$ cat config.mk
export PLATFORM = sky130hd
export DESIGN_NAME = sqb_front
export DESIGN_NICKNAME = d
export VERILOG_FILES = /design/src/rtl/sqb_pkg.sv /design/src/rtl/sqb_front.sv
export SDC_FILE = /design/constraint.sdc
export NUM_CORES = 1
export LEC_CHECK = 0
export ABC_CLOCK_PERIOD_IN_PS = 5000
export BUFFER_PORTS_ARGS = -buffer_cell sky130_fd_sc_hd__buf_2
export CAP_MARGIN = 10
export CORE_AREA = 2 2 239 241
export CTS_CLUSTER_SIZE = 20
export DETAILED_ROUTE_END_ITERATION = 8
export DIE_AREA = 0 0 241 243
export PLACE_DENSITY = 0.35
export SLEW_MARGIN = 20
export SYNTH_ARGS = -nofsm -noshare
export SYNTH_HDL_FRONTEND = slang
export SYNTH_SLANG_ARGS = --single-unit
$ cat constraint.sdc
create_clock -name i_clk -period 5 [get_ports i_clk]
set_input_delay 0 -clock i_clk [delete_from_list [all_inputs] [get_ports i_clk]]
set_output_delay 0 -clock i_clk [all_outputs]
set_load 0.05 [all_outputs]
$ cat src/rtl/sqb_pkg.sv
`timescale 1ns / 1ps
// ----------------------------------------------------------------------------
// sqb_pkg
// shared types, codes and constants of the sprite quad batcher
// ----------------------------------------------------------------------------
package sqb_pkg;

    typedef enum logic [3:0] {
        ST_IDLE,
        ST_BATCH_A,
        ST_PREP,
        ST_CORDIC,
        ST_CS,
        ST_PROD,
        ST_ROT,
        ST_VERT,
        ST_BATCH_B
    } t_state;

    typedef enum logic [1:0] {
        CFG_CAMERA_X    = 2'd0,
        CFG_CAMERA_Y    = 2'd1,
        CFG_CAMERA_ZOOM = 2'd2
    } t_cfg_idx;

    localparam logic KIND_VERTEX = 1'b0;
    localparam logic KIND_BATCH  = 1'b1;

    localparam logic [15:0]        TEX_NONE   = 16'hFFFF;
    localparam logic signed [33:0] CORDIC_X0  = 34'sd652032875;
    localparam logic signed [16:0] Q15_ONE    = 17'sd32768;
    localparam logic [39:0]        HALF_SAT   = 40'hFF_FFFF_FFFF;

    typedef struct packed {
        logic [15:0] tex;
        logic [14:0] start;
        logic [14:0] count;
    } t_batch;

    typedef struct packed {
        logic               has_a;
        t_batch             batch_a;
        logic               has_s;
        logic               has_b;
        t_batch             batch_b;
        logic signed [31:0] pos_x;
        logic signed [31:0] pos_y;
        logic [15:0]        src_w;
        logic [15:0]        src_h;
        logic [15:0]        scale_x;
        logic [15:0]        scale_y;
        logic [15:0]        rot;
        logic [15:0]        u0;
        logic [15:0]        v0;
        logic [15:0]        u1;
        logic [15:0]        v1;
        logic [31:0]        color;
        logic [15:0]        vbase;
    } t_entry;

    typedef struct packed {
        logic signed [31:0] x;
        logic signed [31:0] y;
        logic [31:0]        zoom;
    } t_cam;

    // arctangent steps in binary angle units
    function automatic logic [13:0] atan_lut(input logic [3:0] i);
        logic [13:0] v;
        case (i)
            4'd0:    v = 14'd8192;
            4'd1:    v = 14'd4836;
            4'd2:    v = 14'd2555;
            4'd3:    v = 14'd1297;
            4'd4:    v = 14'd651;
            4'd5:    v = 14'd326;
            4'd6:    v = 14'd163;
            4'd7:    v = 14'd81;
            4'd8:    v = 14'd41;
            4'd9:    v = 14'd20;
            4'd10:   v = 14'd10;
            4'd11:   v = 14'd5;
            4'd12:   v = 14'd3;
            4'd13:   v = 14'd1;
            4'd14:   v = 14'd1;
            default: v = 14'd0;
        endcase
        return v;
    endfunction

endpackage

$ cat src/rtl/sqb_front.sv
`timescale 1ns / 1ps
// ----------------------------------------------------------------------------
// sqb_front
// batch bookkeeping: decides batch records, capacity and vertex numbers
// ----------------------------------------------------------------------------
module sqb_front #(
    parameter int CAP     = 24576,
    parameter int TEX_INV = 65535
) (
    input  logic            i_clk,
    input  logic            i_rst_n,
    input  logic            i_accept,
    input  logic [15:0]     i_texture_id,
    input  logic [31:0]     i_pos_x,
    input  logic [31:0]     i_pos_y,
    input  logic [15:0]     i_src_width,
    input  logic [15:0]     i_src_height,
    input  logic [15:0]     i_scale_x,
    input  logic [15:0]     i_scale_y,
    input  logic [15:0]     i_rotation,
    input  logic [63:0]     i_uv_rect,
    input  logic [1:0]      i_flip,
    input  logic [31:0]     i_color,
    input  logic            i_last_sprite,
    output logic            o_push,
    output sqb_pkg::t_entry o_entry
);
    import sqb_pkg::*;

    localparam logic [15:0] CAP_W = 16'(CAP);
    localparam logic [15:0] INV_W = 16'(TEX_INV);

    logic [15:0] r_open_tex,  n_open_tex;
    logic [14:0] r_open_start, n_open_start;
    logic [14:0] r_index_total, n_index_total;
    logic [15:0] r_vertex_total, n_vertex_total;

    logic        open_valid, tex_ok, tex_change, fits, mid_valid;
    logic [15:0] mid_tex;
    logic [14:0] mid_start, mid_idx;
    logic [15:0] mid_vtot;

    always_comb begin
        open_valid = (r_open_tex != TEX_NONE) && (r_open_tex != INV_W);
        tex_ok     = (i_texture_id != INV_W);
        tex_change = tex_ok && (i_texture_id != r_open_tex);
        mid_tex    = tex_change ? i_texture_id : r_open_tex;
        mid_start  = tex_change ? r_index_total : r_open_start;
        fits       = ({1'b0, r_index_total} + 16'd6) <= CAP_W;

        o_entry.has_a         = tex_change && open_valid && (r_index_total > r_open_start);
        o_entry.batch_a.tex   = r_open_tex;
        o_entry.batch_a.start = r_open_start;
        o_entry.batch_a.count = r_index_total - r_open_start;
        o_entry.has_s         = tex_ok && fits;

        mid_idx  = o_entry.has_s ? (r_index_total + 15'd6) : r_index_total;
        mid_vtot = o_entry.has_s ? (r_vertex_total + 16'd4) : r_vertex_total;
        mid_valid = (mid_tex != TEX_NONE) && (mid_tex != INV_W);

        o_entry.has_b         = i_last_sprite && mid_valid && (mid_idx > mid_start);
        o_entry.batch_b.tex   = mid_tex;
        o_entry.batch_b.start = mid_start;
        o_entry.batch_b.count = mid_idx - mid_start;

        o_entry.pos_x   = $signed(i_pos_x);
        o_entry.pos_y   = $signed(i_pos_y);
        o_entry.src_w   = i_src_width;
        o_entry.src_h   = i_src_height;
        o_entry.scale_x = i_scale_x;
        o_entry.scale_y = i_scale_y;
        o_entry.rot     = i_rotation;
        // flips swap the two texture edges
        o_entry.u0      = i_flip[0] ? i_uv_rect[47:32] : i_uv_rect[15:0];
        o_entry.u1      = i_flip[0] ? i_uv_rect[15:0]  : i_uv_rect[47:32];
        o_entry.v0      = i_flip[1] ? i_uv_rect[63:48] : i_uv_rect[31:16];
        o_entry.v1      = i_flip[1] ? i_uv_rect[31:16] : i_uv_rect[63:48];
        o_entry.color   = i_color;
        o_entry.vbase   = r_vertex_total;

        if (i_last_sprite) begin
            n_open_tex     = TEX_NONE;
            n_open_start   = 15'd0;
            n_index_total  = 15'd0;
            n_vertex_total = 16'd0;
        end else begin
            n_open_tex     = mid_tex;
            n_open_start   = mid_start;
            n_index_total  = mid_idx;
            n_vertex_total = mid_vtot;
        end
    end

    assign o_push = i_accept;

    always_ff @(posedge i_clk) begin
        if (!i_rst_n) begin
            r_open_tex     <= TEX_NONE;
            r_open_start   <= 15'd0;
            r_index_total  <= 15'd0;
            r_vertex_total <= 16'd0;
        end else if (i_accept) begin
            r_open_tex     <= n_open_tex;
            r_open_start   <= n_open_start;
            r_index_total  <= n_index_total;
            r_vertex_total <= n_vertex_total;
        end
    end

`ifndef NO_ASSERTIONS
    a_cap: assert property (@(posedge i_clk) disable iff (!i_rst_n)
        {1'b0, r_index_total} <= CAP_W && r_open_start <= r_index_total)
        else $error("index total beyond capacity");
`endif

endmodule

==> flow_metrics.py <==
metrics = {
    "floorplanning": {
        "boundaryPins": 614,
        "core_rows": 87,
        "core-area_sq_um": 56000,
        "initial_core_util": 0.129,
        "floorplan.die.width_um": 241,
        "chipHeight_um": 243,
        "floorplan.die_area_sq_um": 58600,
    },
    "power_and_ir_drop": {
        "power.share.sequential": 0.241,
        "ir_drop_v": 0.000152,
        "p_comb_frac": 0.477,
        "intPower_uw": 1120,
        "power_density_nw_per_um2": 241,
        "power_spent_charging_and_discharging_nets_uw": 912,
        "share_clk_of_total_power": 0.282,
        "sw_ratio": 0.450,
        "cellLeakagePower_uw": 0.00361,
    },
    "global_route": {
        "grt_util_all_layers": 0.111,
        "grt_antenna_before_repair": 5,
        "grt.overflow.total": 0,
        "grt_max_degree": 45,
        "grt_first_pass_wirelength_mm": 46.6,
        "vias_in_the_first_global_route": 6539,
    },
    "timing": {
        "max_slew.worst_pin.slew_ns": 0.976,
        "timing.fmax_mhz": 213,
        "final_setup_violation_count": 0,
        "hold_violations": 0,
        "timing.final.crit_share": 0.940,
        "tns_ns": 0,
        "final_max_slew_viol_count": 0,
        "skew_ns": 0.00865,
        "timing.max_slew.rel_slack": 0.347,
        "timing.final.crit_period_ns": 4.70,
    },
    "yosys": {
        "synth-edff-count": 0,
        "top_cells_by_count_synth": "181 x buf_4, 82 x mux2_2, 63 x nor2_1",
        "synth_top_cell_area_share": 0.189,
        "ys.flop_type": "dfxtp_1",
        "netlist.top_cell.by_area": "buf_4",
        "yosysSeqAreaShare": 0.164,
        "yosysMostFrequentCell": "buf_4",
        "synth_async_sr_flop_share": 0,
        "yosysUniqueCellTypes": 73,
        "syn_area_sq_um": 7200,
        "synth_cells": 917,
        "total_of_flip_flops_plus_latches_after_synthesis": 59,
        "post_synth.cell_area_avg_sq_um": 7.86,
        "ys.warnings.count": 0,
        "netlist_top_cells_area": "buf_4 19%, dfxtp_1 16%, mux2_2 13%",
    },
    "hold_path": {
        "timing.hold.worst.start": "i_pos_y[19]",
        "worst_hold_path_type": "primary input to output port",
    },
    "final_layout": {
        "insertedDiodeCount": 0,
        "layout.filler_cells": 6540,
        "area_delta_synth_final_pct": 17.0,
        "final_core_utilization": 0.151,
        "nets": 1279,
        "layout-drive-gt1-share": 0.410,
    },
    "setup_path": {
        "critPathCaptureType": "output port",
        "critical_path.reg2reg.startpoint": "r_index_total[1]",
        "crit_path_start_kind": "flip-flop",
        "cp_data_arrival_time_ns": 4.70,
        "crit_fanout": 8,
        "critPathLaunch": "r_index_total[1]",
        "critPathKind": "flip-flop to output port",
        "worst_ep_required_time_ns": 5.00,
    },
    "clock_network": {
        "clock-root-buffer": "clkbuf_16",
        "htree_num_levels": 3,
        "tritoncts": "done",
        "cts_sinks": 59,
        "clock_latency_ns": 0.34,
        "cts_hold_buffers": 0,
        "clkSlewWorstSetupHoldPaths_ns": 0.05,
        "number_of_buffers_created_by_cts": 9,
        "cts-root-to-sink-buffers": 2,
    },
    "run_status": {
        "status": "finished clean",
    },
    "placed_design": {
        "numPortBuffers": 259,
        "routabilityCongestion": 0.837,
        "place.detailed.hpwl_mm": 28.7,
    },
    "detailed_routing": {
        "vias": 6753,
        "routedWlPerCell_um": 19.7,
        "detailedRoute.firstPassIterationCount": 4,
        "route.final.wire_length_mm": 34.3,
        "drt_drc_violations_left": 0,
        "drt-initial-drc-count": 351,
        "route.detailed.vias_per_inst": 3.87,
        "drtAntennaViolNets": 0,
    },
    "run": {
        "number_of_maximum_capacitance_violations": 0,
    },
}
flip-flops by register name (all words and copies together), names as in the netlist:
register	cells
r_vertex_total	14
r_open_tex	16
r_open_start	15
r_index_total	14
cell usage in the layout (no fill, tap or decap), types with 21 or more instances in the layout:
| master | Yosys | routed |
|---|---|---|
| dfxtp_1 | 59 | 59 |
| a21oi_1 | 51 | 49 |
| nor2_1 | 63 | 63 |
| xor2_1 | 27 | 27 |
| ha_1 | 32 | 31 |
| buf_2 | 2 | 249 |
| o21ai_0 | 33 | 32 |
| nand2_1 | 55 | 55 |
| nor3_1 | 22 | 21 |
| inv_1 | 43 | 41 |
| mux2_2 | 82 | 82 |
layer usage:
layer	global-route usage	part of all wire
met1	0.112	0.36
met2	0.204	0.51
met5	0	0.00079
met4	0.0497	0.042
met3	0.0389	0.091
power groups by stage:
| stage | Combinational (uW) | Sequential, uW | Clock, uW |
|---|---|---|---|
| after detailed placement | 967 | 499 | 0 |
| after CTS | 976 | 489 | 592 |
| after global routing | 1020 | 490 | 615 |
| final | 967 | 489 | 571 |
| after floorplan | 982 | 517 | 0 |
| after global placement | 970 | 499 | 0 |
metrics by stage:
stage / total power [uW] / setup slack, ns / instances / cell area, sq um / hold WS (ns)
after floorplan: 1500 / 0.0380 / 918 / 7210 / 0.167
after global placement: 1470 / 0.251 / 1725 / 8060 / 0.000341
after detailed placement: 1470 / 0.217 / 1725 / 8060 / 0.000341
after CTS: 2060 / 0.0263 / 1740 / 8350 / 0.000341
after global routing: 2130 / -0.00993 / 1743 / 8430 / 0.0000718
final: 2030 / 0.298 / 1743 / 8430 / 0.0000193
cell families after synthesis:
kind of cell | share of synthesized area
buffers and inverters | 0.248
adders and majority gates | 0.0611
xor gates and xnor gates | 0.0620
AOI/OAI and AO/OA | 0.146
other | 0.000521
muxes | 0.150
DFF | 0.164
and+or+nand+nor | 0.169
worst max-delay path, cell delays in order, from the launching register on:
cell and delay, ns:
dfxtp_1 0.38, inv_2 0.12, ha_4 0.19, or4b_1 0.45
o32ai_1 0.14, nand4_1 0.18, o311ai_2 0.34, nand2_1 0.14
buf_4 0.18, nand2_1 0.06, o21ai_0 0.09, ha_1 0.35
nand2_1 0.09, a21oi_1 0.04, a21bo_2 0.23, o41a_1 0.40
nor2b_1 0.19, o31ai_2 0.38, xnor2_1 0.17, buf_4 0.22
final timing paths:
kind / to / slack [ns] / cells after the start
worst max-delay path: o_entry[269] / 0.30 / 19
worst min-delay path: o_entry[211] / 0.00002 / 0
worst max register to register: r_vertex_total[14] / 1.65 / 10
worst min register to register: r_vertex_total[15] / 0.51 / 2
final cells by class:
class,count,area [sq um],area share
Clock buffer,12,246,0.0293
Clock inverter,3,15.0,0.00178
Inverter,44,165,0.0196
Multi-Input combinational cell,591,4320,0.512
Sequential cell,59,1180,0.140
Tap cell,756,946,0.112
Timing Repair Buffer,278,1560,0.185
repair_timing:
action | CTS | global route
endpoints found under the setup margin | 7 | 10
resized for setup | 5 | 14
pin swaps | 0 | 3
setup buffers | 0 | 3
Power figures use the tool's default switching activity.
