File: config.mk
export PLATFORM = sky130hd
export DESIGN_NAME = sqb_queue
export DESIGN_NICKNAME = d
export VERILOG_FILES = /design/src/rtl/sqb_pkg.sv /design/src/rtl/sqb_queue.sv
export SDC_FILE = /design/constraint.sdc
export NUM_CORES = 1
export LEC_CHECK = 0
export ABC_AREA = 0
export BUFFER_PORTS_ARGS = -buffer_cell sky130_fd_sc_hd__buf_4
export CORE_AREA = 2 2 277 279
export DETAILED_ROUTE_END_ITERATION = 16
export DIE_AREA = 0 0 279 281
export HOLD_SLACK_MARGIN = 0.03
export SETUP_SLACK_MARGIN = 0.5
export SYNTH_ARGS = -nofsm -noshare
export SYNTH_HDL_FRONTEND = slang
export SYNTH_SLANG_ARGS = --single-unit
File: constraint.sdc
create_clock -name i_clk -period 21.4 [get_ports i_clk]
set_clock_uncertainty 0.1 [all_clocks]
set_input_delay 1.07 -clock i_clk [delete_from_list [all_inputs] [get_ports i_clk]]
set_output_delay 1.07 -clock i_clk [all_outputs]
set_load 0.005 [all_outputs]
File: src/rtl/sqb_pkg.sv
`timescale 1ns / 1ps
// ----------------------------------------------------------------------------
// sqb_pkg
// shared types, codes and constants of the sprite quad batcher
// ----------------------------------------------------------------------------
package sqb_pkg;

    typedef enum logic [3:0] {
        ST_IDLE,
        ST_BATCH_A,
        ST_PREP,
        ST_CORDIC,
        ST_CS,
        ST_PROD,
        ST_ROT,
        ST_VERT,
        ST_BATCH_B
    } t_state;

    typedef enum logic [1:0] {
        CFG_CAMERA_X    = 2'd0,
        CFG_CAMERA_Y    = 2'd1,
        CFG_CAMERA_ZOOM = 2'd2
    } t_cfg_idx;

    localparam logic KIND_VERTEX = 1'b0;
    localparam logic KIND_BATCH  = 1'b1;

    localparam logic [15:0]        TEX_NONE   = 16'hFFFF;
    localparam logic signed [33:0] CORDIC_X0  = 34'sd652032875;
    localparam logic signed [16:0] Q15_ONE    = 17'sd32768;
    localparam logic [39:0]        HALF_SAT   = 40'hFF_FFFF_FFFF;

    typedef struct packed {
        logic [15:0] tex;
        logic [14:0] start;
        logic [14:0] count;
    } t_batch;

    typedef struct packed {
        logic               has_a;
        t_batch             batch_a;
        logic               has_s;
        logic               has_b;
        t_batch             batch_b;
        logic signed [31:0] pos_x;
        logic signed [31:0] pos_y;
        logic [15:0]        src_w;
        logic [15:0]        src_h;
        logic [15:0]        scale_x;
        logic [15:0]        scale_y;
        logic [15:0]        rot;
        logic [15:0]        u0;
        logic [15:0]        v0;
        logic [15:0]        u1;
        logic [15:0]        v1;
        logic [31:0]        color;
        logic [15:0]        vbase;
    } t_entry;

    typedef struct packed {
        logic signed [31:0] x;
        logic signed [31:0] y;
        logic [31:0]        zoom;
    } t_cam;

    // arctangent steps in binary angle units
    function automatic logic [13:0] atan_lut(input logic [3:0] i);
        logic [13:0] v;
        case (i)
            4'd0:    v = 14'd8192;
            4'd1:    v = 14'd4836;
            4'd2:    v = 14'd2555;
            4'd3:    v = 14'd1297;
            4'd4:    v = 14'd651;
            4'd5:    v = 14'd326;
            4'd6:    v = 14'd163;
            4'd7:    v = 14'd81;
            4'd8:    v = 14'd41;
            4'd9:    v = 14'd20;
            4'd10:   v = 14'd10;
            4'd11:   v = 14'd5;
            4'd12:   v = 14'd3;
            4'd13:   v = 14'd1;
            4'd14:   v = 14'd1;
            default: v = 14'd0;
        endcase
        return v;
    endfunction

endpackage

File: src/rtl/sqb_queue.sv
`timescale 1ns / 1ps
// ----------------------------------------------------------------------------
// sqb_queue
// two-entry queue of classified sprites between front and back
// ----------------------------------------------------------------------------
module sqb_queue (
    input  logic            i_clk,
    input  logic            i_rst_n,
    input  logic            i_push,
    input  sqb_pkg::t_entry i_data,
    output logic            o_full,
    input  logic            i_pop,
    output sqb_pkg::t_entry o_data,
    output logic            o_empty
);
    import sqb_pkg::*;

    t_entry     r_mem [2];
    logic       r_wr_ptr;
    logic       r_rd_ptr;
    logic [1:0] r_count;

    assign o_full  = (r_count == 2'd2);
    assign o_empty = (r_count == 2'd0);
    assign o_data  = r_mem[r_rd_ptr];

    always_ff @(posedge i_clk) begin
        if (i_push) begin
            r_mem[r_wr_ptr] <= i_data;
        end
    end

    always_ff @(posedge i_clk) begin
        if (!i_rst_n) begin
            r_wr_ptr <= 1'b0;
            r_rd_ptr <= 1'b0;
            r_count  <= 2'd0;
        end else begin
            if (i_push) r_wr_ptr <= ~r_wr_ptr;
            if (i_pop)  r_rd_ptr <= ~r_rd_ptr;
            case ({i_push, i_pop})
                2'b10:   r_count <= r_count + 2'd1;
                2'b01:   r_count <= r_count - 2'd1;
                default: r_count <= r_count;
            endcase
        end
    end

`ifndef NO_ASSERTIONS
    a_no_overflow: assert property (@(posedge i_clk) disable iff (!i_rst_n)
        i_push |-> (r_count != 2'd2))
        else $error("queue written while full");
`endif

endmodule

==> flow_summary_export.csv, run 1 <==
group,metric,value,unit
run_status,status,"complete, no violations",
worst_setup_path,cp_slowest_cell,"dfxtp_4",
die,die-area,78400,um^2
die,io_pins,708,
worst_setup_path,ff2ff_setup_slack,17330,ps
die,die_width,279,um
grt,overflow,0,
detailed_routing,drc,0,
worst_setup_path,path_class,"reg2out",
worst_hold_path,hold_class,"reg2reg",
worst_setup_path,crit_fanout,77,
power,ir_drop,0.0683,mV
finish,final_util,0.453,
sta,post-route-period-util,0.247,
cts,cts_resized,0,
cts,ctsHoldBuffers,0,
synthesis,yosysWarningCount,0,
worst_hold_path,worstHoldStart,"r_count[1]",
worst_setup_path,critPathBufInv,3,
finish,layout_common_cells,"buf_4 (719), edfxtp_1 (702), mux2_2 (351)",
worst_setup_path,worstReg2RegStart,"r_wr_ptr",
sta,hold_violations,0,
job,max-cap-violations,0,
synthesis,synth_area_leaders,"edfxtp_1 (82%), mux2_2 (15%), buf_6 (1.4%)",
detailed_routing,via_per_inst,4.55,
synthesis,ys_types,16,
worst_setup_path,cpMostUsedCell,"buf_4",
power,power.leakage,12.6,nW
sta,worst_slack,16100,ps
place,dp_slack,16470,ps
die,start_util,0.340,
sta,grt_setup_unrepaired,"no",
worst_hold_path,min_to,"r_count[1]",
cts,post_cts_buffers,0,
worst_setup_path,cp_cell_sequence,"buf_4, buf_4, mux2_2, buf_4",
synthesis,ys_seq_elements,707,
grt,grt_max_degree,148,
worst_setup_path,crit_family,"buffers and inverters",
detailed_routing,drtIter0Drc,821,
worst_setup_path,max_stage_delay,940,ps
detailed_routing,drt_wl_total,61600,um
detailed_routing,antenna_left,0,
worst_hold_path,worstHoldPathCells,2,
grt,first_global_vias,13995,
detailed_routing,wire_per_inst,21.2,um
cts,clkLatencyLatePin,610,ps
worst_setup_path,r2r-end,"r_mem[1][100]",
finish,drive_gt1_frac,0.610,
sta,tightest_slew,1110,ps
synthesis,syn_nets,1470,
worst_setup_path,r2r_cells,4,
place,dpl-instance-area,31900,um^2
cts,cts-buffers-inserted,76,
cts,clock_path_buffers,3,
sta,max_freq,0.189,GHz
place,dp_hpwl,42300,um
cts,htreeDepth,3,
finish,final_common_cell,"buf_4",
cts,cts_tree,"yes",
cts,clk_pin_slew,60,ps
finish,layout.nets,2229,
sta,max_slew_margin,0.257,
synthesis,synth_top_area_share,0.822,
worst_setup_path,cp_data_arrival_time,4130,ps
synthesis,avgSynthCellArea,23.0,um^2
grt,grt_antenna_before_repair,6,
synthesis,netlist_area,25600,um^2
worst_setup_path,endpoint_kind,"output pin",
finish,syn2layout_area_growth,33.4,%
sta,fin_setup_tns,0,ps
die,core_area,75400,um^2
worst_setup_path,cp.required,20230,ps
finish,postLayoutCellArea,34200,um^2
synthesis,synth_top_cell_by_area,"edfxtp_1",
cts,clock-sinks,707,
synthesis,synth_cells,1114,
power,total_power,0.00318,W
sta,finalCriticalPeriod,5300,ps
place,gp_congestion,0.799,
sta,setup_viol,0,
finish,nFillCells,6534,
die,num_rows,101,
grt,grt_pass1_wl,87200,um
detailed_routing,vias,13217,
synthesis,ys_seq_area_frac,0.826,
detailed_routing,drtPass1Iterations,5,
cts,clockRootBuffer,"clkbuf_16",
power,power_density,93.0,nW/um^2
die,die_y,281,um
sta,drv_slew,0,
place,io_buffers,707,
grt,track_usage,0.149,
worst_setup_path,startpoint_type,"flop",
==> logic make-up (layout without fill, tap and decap cells) <==
| group | Yosys count | in the layout | share of synthesized area |
|---|---|---|---|
| AO/OA/AOI/OAI | 3 | 3 | 0.000781 |
| buffers and inverters | 40 | 853 | 0.0158 |
| AND/OR/NAND/NOR | 9 | 9 | 0.00200 |
| multiplexers | 351 | 351 | 0.154 |
| adder cells (fa/ha/maj) | 1 | 1 | 0.000488 |
| XOR/XNOR | 3 | 3 | 0.00102 |
| other | 0 | 2 | 0 |
| flip-flops | 707 | 707 | 0.826 |
==> worst reg2reg max path, cell delays in order (launching register included) <==
cell	delay, ps
dfxtp_1	400
and2_4	750
buf_4	920
buf_4	760
buf_4	730
==> where the power goes <==
part	switching, W	total, W	internal, W
clock network	0.000532	0.00122	0.000687
registers	0.0000197	0.00162	0.00160
logic	0.000148	0.000340	0.000192
==> cell usage after synthesis <==
master and count:
a21boi_1 1, and2_1 4, buf_2 6, buf_6 33
dfxtp_1 5, edfxtp_1 702, ha_1 1, inv_1 1
mux2_2 351, nor2_1 2, nor2b_1 2, o21a_1 1
o21ai_0 1, or3_1 1, xnor2_1 2, xor2_1 1
==> area by class of cell <==
cell class / count / area, um^2 / share of cell area
Inverter: 1 / 3.75 / 0.000110
Clock inverter: 38 / 284 / 0.00830
Timing Repair Buffer: 720 / 5420 / 0.158
Clock buffer: 94 / 2020 / 0.0591
Sequential cell: 707 / 21200 / 0.619
Tap cell: 978 / 1220 / 0.0358
Multi-Input combinational cell: 367 / 4070 / 0.119
Antenna cell: 2 / 5.00 / 0.000146
==> stage by stage <==
| stage | hold WS, ps | std cells |
|---|---|---|
| finish | 466 | 2907 |
| global route | 477 | 2906 |
| CTS | 468 | 2905 |
| detailed placement | 459 | 2773 |
| global placement | 382 | 2773 |
| floorplan | 366 | 1114 |
==> metal layers <==
| layer | track usage | part of all wire |
|---|---|---|
| met1 | 0.162 | 0.36 |
| met2 | 0.256 | 0.51 |
| met3 | 0.0704 | 0.11 |
| met4 | 0.0518 | 0.022 |
| met5 | 0 | 0.00088 |
==> worst max path at each step <==
| stage | startpoint | endpoint | slack, ps | depth (start not counted) |
|---|---|---|---|---|
| final | flop | o_data[89] | 16100 | 4 |
| after global routing | flop | o_data[89] | 15840 | 4 |
| after CTS | flop | o_data[89] | 16010 | 4 |
| after detailed placement | i_push | r_mem[0][319] | 16470 | 6 |
| after global placement | i_push | r_mem[0][276] | 16530 | 6 |
| after floorplan | i_push | r_wr_ptr | 4270 | 3 |
==> flip-flops by register name (all words and copies together), names as in the netlist, named ones only <==
register,cells
r_count,2
r_mem,702
r_rd_ptr,1
r_wr_ptr,1
Power figures use the tool's default switching activity.
==> run 2: changes to the inputs <==
- clock period: 21.4 -> 5.45 ns (I/O delays scaled with it)
==> flow_summary_export.csv, run 2 (synthesized netlist as in run 1, its figures left out) <==
group,metric,value,unit
run_status,status,"complete, no violations",
worst_setup_path,startpoint_type,"flop",
sta,grt_setup_unrepaired,"no",
detailed_routing,drc,0,
sta,max_slew_margin,0.300,
cts,clockRootBuffer,"clkbuf_16",
place,dpl-instance-area,32000,um^2
die,io_pins,708,
worst_setup_path,r2r_cells,2,
worst_setup_path,ff2ff_setup_slack,3130,ps
finish,nFillCells,6127,
worst_setup_path,path_class,"reg2out",
place,gp_congestion,0.820,
power,total_power,0.0129,W
place,io_buffers,707,
finish,final_common_cell,"buf_4",
sta,hold_slack,296,ps
worst_setup_path,cp_data_arrival_time,2850,ps
worst_hold_path,worstHoldPathCells,2,
finish,register_area,21200,um^2
grt,track_usage,0.154,
detailed_routing,antenna_left,0,
die,start_util,0.340,
worst_hold_path,hold_class,"in2reg",
finish,drive_gt1_frac,0.514,
power,power.leakage,14.1,nW
worst_setup_path,cp_cell_sequence,"buf_4, mux2_2, buf_4",
finish,largest_reg_flops,702,
cts,clkLatencyLatePin,590,ps
sta,fin_setup_tns,0,ps
worst_setup_path,cp.required,5080,ps
finish,top_regs,"r_mem (702), r_count (2)",
sta,tightest_slew,1050,ps
cts,clock_path_buffers,3,
finish,multiInputGateArea,4070,um^2
worst_setup_path,cp_slowest_cell,"dfxtp_4",
detailed_routing,drtPass1Iterations,4,
worst_setup_path,crit_fanout,67,
detailed_routing,drt_wl_total,63500,um
cts,htreeDepth,3,
worst_setup_path,cp.depth,3,
sta,max_freq,0.310,GHz
sta,setup_viol,0,
power,power_density,339,nW/um^2
detailed_routing,drtIter0Drc,827,
finish,postLayoutCellArea,37900,um^2
finish,top_register,"r_mem",
job,max-cap-violations,0,
power,ir_drop,0.233,mV
worst_setup_path,endpoint_kind,"output pin",
grt,grt_antenna_before_repair,1,
worst_setup_path,crit_family,"flip-flops",
sta,drv_slew,0,
grt,grt_max_degree,147,
die,die-area,78400,um^2
worst_setup_path,cpMostUsedCell,"buf_4",
die,die_y,281,um
die,die_width,279,um
cts,clock-sinks,707,
finish,layout_common_cells,"buf_4 (716), edfxtp_1 (702), dlygate4sd3_1 (355)",
die,num_rows,101,
cts,clk_pin_slew,60,ps
cts,cts_tree,"yes",
sta,finalCriticalPeriod,3230,ps
grt,grt_pass1_wl,92000,um
detailed_routing,via_per_inst,4.48,
worst_setup_path,critPathBufInv,2,
finish,layout.nets,2587,
sta,post-route-period-util,0.592,
cts,cts-buffers-inserted,77,
finish,syn2layout_area_growth,47.9,%
detailed_routing,vias,14661,
sta,hold_violations,0,
grt,overflow,0,
grt,first_global_vias,15710,
die,core_area,75400,um^2
detailed_routing,wire_per_inst,19.4,um
place,dp_hpwl,41700,um
worst_setup_path,max_stage_delay,1020,ps
[run 2: power breakdown]
| part | switching [W] | internal [W] | total, W |
|---|---|---|---|
| Clock | 0.00202 | 0.00289 | 0.00491 |
| Combinational | 0.000638 | 0.000928 | 0.00157 |
| Sequential | 0.0000854 | 0.00630 | 0.00638 |
| Total | 0.00275 | 0.0101 | 0.0129 |
[run 2: area by class of cell]
cell class | instances | area share
flip-flops and latches | 707 | 0.559
repair buffers | 1077 | 0.239
multi-input cells | 367 | 0.107
clock buffers | 96 | 0.0538
well taps | 978 | 0.0323
clock inverters | 44 | 0.00917
inverters | 1 | 0.000165
diodes | 2 | 0.000132
[run 2: worst reg2reg max path, cell delays in order, from the launching register on]
cell and delay, ps:
dfxtp_2 340, nor2_4 670, buf_12 520
[run 2: final timing paths]
check / endpoint / from
worst min register to register: r_count[1] / r_count[1]
worst max-delay path: o_data[301] / flop
worst max register to register: r_mem[0][317] / r_wr_ptr
worst min-delay path: r_mem[0][141] / i_data[141]
[run 2: metal layers]
metal	GRT usage	vias to the layer above	wire (um)
met4	0.0641	0	2290
met1	0.168	7265	23100
li1	-	6707	-
met5	0	-	0
met3	0.0499	127	5040
met2	0.276	562	33100
[run 2: repair_timing]
| item | CTS | global route |
|---|---|---|
| gates resized for setup | 0 | 0 |
| buffers inserted | 0 | 0 |
| hold buffers | 355 | 0 |
| hold endpoints to repair | 707 | 0 |
[run 2: metrics by stage]
step | setup WS, ps | utilization | instances
finish | 2220 | 0.503 | 3272
global placement | 2830 | 0.424 | 2775
CTS | 2140 | 0.503 | 3270
detailed placement | 2810 | 0.424 | 2775
global route | 2030 | 0.503 | 3271
floorplan | -566 | - | 1114
==> run 3: changes to the inputs <==
- ABC_AREA: 0 -> 1
- CORE_AREA: 2 2 277 279 -> 2 2 272 274
- DIE_AREA: 0 0 279 281 -> 0 0 274 276
- clock period: 5.45 -> 3.4 ns (I/O delays scaled with it)
==> flow_summary_export.csv, run 3 <==
group,metric,value,unit
synthesis,synth_top_area_share,0.787,
finish,top_regs,"r_mem (702), r_count (2)",
worst_hold_path,worstHoldStart,"i_data[22]",
synthesis,synth_top_cell_by_area,"edfxtp_1",
die,die_width,274,um
place,io_buffers,707,
worst_setup_path,r2r_cells,3,
cts,clk_pin_slew,60,ps
cts,htreeDepth,3,
worst_setup_path,endpoint_kind,"output pin",
sta,max_freq,0.377,GHz
synthesis,synth_common_cells,"edfxtp_1 (702), mux2_4 (290), mux2_2 (61)",
die,num_rows,99,
place,dp_slack,1320,ps
finish,final_util,0.544,
cts,clock-sinks,707,
cts,clock_path_buffers,3,
place,gp_congestion,0.773,
grt,overflow,0,
cts,cts_tree,"yes",
synthesis,avgSynthCellArea,23.8,um^2
power,power.leakage,15.5,nW
cts,ctsHoldBuffers,356,
worst_setup_path,worstReg2RegStart,"r_wr_ptr",
detailed_routing,antenna_left,0,
synthesis,ys_types,14,
sta,post-route-period-util,0.781,
sta,max_slew_margin,0.441,
detailed_routing,via_per_inst,4.46,
cts,post_cts_buffers,0,
sta,worst_slack,744,ps
sta,hold_violations,0,
synthesis,synth_ff_type,"edfxtp_1",
finish,top_register,"r_mem",
finish,syn2layout_area_growth,47.3,%
worst_hold_path,min_to,"r_mem[0][22]",
cts,clockRootBuffer,"clkbuf_16",
synthesis,ys_seq_area_frac,0.791,
worst_setup_path,crit_fanout,32,
die,die_y,276,um
worst_setup_path,startpoint_type,"flop",
worst_setup_path,r2r-end,"r_mem[1][129]",
synthesis,synth_area_leaders,"edfxtp_1 (79%), mux2_4 (16%), mux2_2 (2.6%)",
detailed_routing,wire_per_inst,19.9,um
power,ir_drop,0.473,mV
die,start_util,0.369,
worst_setup_path,cp.required,3130,ps
worst_setup_path,path_class,"reg2out",
die,die-area,75600,um^2
detailed_routing,drtIter0Drc,938,
synthesis,synthArstFlopShare,0,
detailed_routing,drtPass1Iterations,5,
sta,setup_viol,0,
synthesis,synth.most_common_cell,"edfxtp_1",
grt,grt_max_degree,106,
die,io_pins,708,
detailed_routing,drt_wl_total,65600,um
worst_hold_path,hold_class,"in2reg",
run_status,status,"complete, no violations",
place,dp_hpwl,44900,um
sta,grt_setup_unrepaired,"no",
finish,layout.nets,2621,
sta,tightest_slew,839,ps
power,power_density,540,nW/um^2
synthesis,netlist_area,26800,um^2
cts,clkLatencyLatePin,610,ps
synthesis,synth-edff-count,702,
synthesis,syn_nets,1483,
finish,drive_gt1_frac,0.521,
cts,cts-buffers-inserted,76,
worst_setup_path,cp_data_arrival_time,2390,ps
grt,track_usage,0.168,
sta,fin_setup_tns,0,ps
detailed_routing,vias,14694,
finish,largest_reg_flops,702,
finish,final_common_cell,"buf_4",
sta,finalCriticalPeriod,2660,ps
detailed_routing,drc,0,
finish,postLayoutCellArea,39500,um^2
die,core_area,72600,um^2
sta,drv_slew,0,
job,max-cap-violations,0,
sta,hold_slack,174,ps
worst_hold_path,worstHoldPathCells,2,
worst_setup_path,ff2ff_setup_slack,1450,ps
finish,layout_common_cells,"buf_4 (730), edfxtp_1 (702), dlygate4sd3_1 (356)",
synthesis,synth_cells,1127,
cts,cts_resized,0,
synthesis,yosysWarningCount,0,
grt,first_global_vias,16061,
finish,nFillCells,5680,
synthesis,ys_seq_elements,707,
grt,grt_pass1_wl,96400,um
place,dpl-instance-area,33300,um^2
grt,grt_antenna_before_repair,6,
==> run 3: changes by cell type after synthesis, sizes merged, moves of 2 or more <==
| cell | change |
|---|---|
| nand2 | +8 |
| xnor2 | -2 |
| and2 | -4 |
| nor2b | -2 |
| inv | +5 |
| nor2 | +10 |
==> run 3: report_power, final <==
group	switching (W)	internal, W	total [W]	leakage [nW]
clock	0.00342	0.00504	0.00846	1.26
sequential	0.000121	0.0101	0.0102	6.63
combinational	0.00103	0.00158	0.00261	7.62
total	0.00457	0.0167	0.0213	15.5
==> run 3: worst max-delay path by stage <==
| stage | startpoint | slack, ps | depth (start not counted) | endpoint |
|---|---|---|---|---|
| 3_5_place_dp | flop | 1320 | 4 | o_data[8] |
| 3_3_place_gp | flop | 1340 | 3 | o_data[340] |
| 6_report | flop | 740 | 4 | o_data[7] |
| 5_1_grt | flop | 590 | 4 | o_data[8] |
| 4_1_cts | flop | 640 | 4 | o_data[8] |
| 2_1_floorplan | r_wr_ptr | -2760 | 2 | r_mem[1][0] |
==> run 3: stage by stage <==
stage               total power (W)  std cells
floorplan                    0.0115       1127
global placement             0.0126       2790
detailed placement           0.0127       2790
CTS                          0.0216       3285
global route                 0.0221       3291
finish                       0.0213       3292
==> run 3: cell families (layout without fill, tap and decap cells) <==
logic type / after synthesis / after routing / share of synthesized area
other: 0 / 7 / 0
and+or+nand+nor: 21 / 21 / 0.00304
DFF: 707 / 707 / 0.791
adders and majority gates: 1 / 1 / 0.000467
muxes: 351 / 351 / 0.188
AOI/OAI and AO/OA: 2 / 2 / 0.000373
buffers and inverters: 45 / 1244 / 0.0174
==> run 3: layout make-up <==
class                   instances  area [um^2]  share of cell area
clock buffers                  88         1970              0.0499
well taps                     959         1200              0.0304
inverters                       6         26.3            0.000666
multi-input cells             375         5150               0.131
flip-flops and latches        707        21200               0.537
repair buffers               1099         9300               0.236
diodes                          7         17.5            0.000444
clock inverters                51          606              0.0153
==> run 3: critical path: stages, from the launching register on <==
cell,delay [ps]
dfxtp_4,590
buf_12,300
buf_4,330
mux2_2,380
buf_4,140
==> run 3: metal layers <==
layer | routed length (um) | vias to the layer above | GRT usage
li1 | - | 6785 | -
met1 | 24500 | 7316 | 0.191
met2 | 34800 | 495 | 0.302
met3 | 4620 | 98 | 0.0457
met4 | 1720 | 0 | 0.0585
met5 | 0 | - | 0
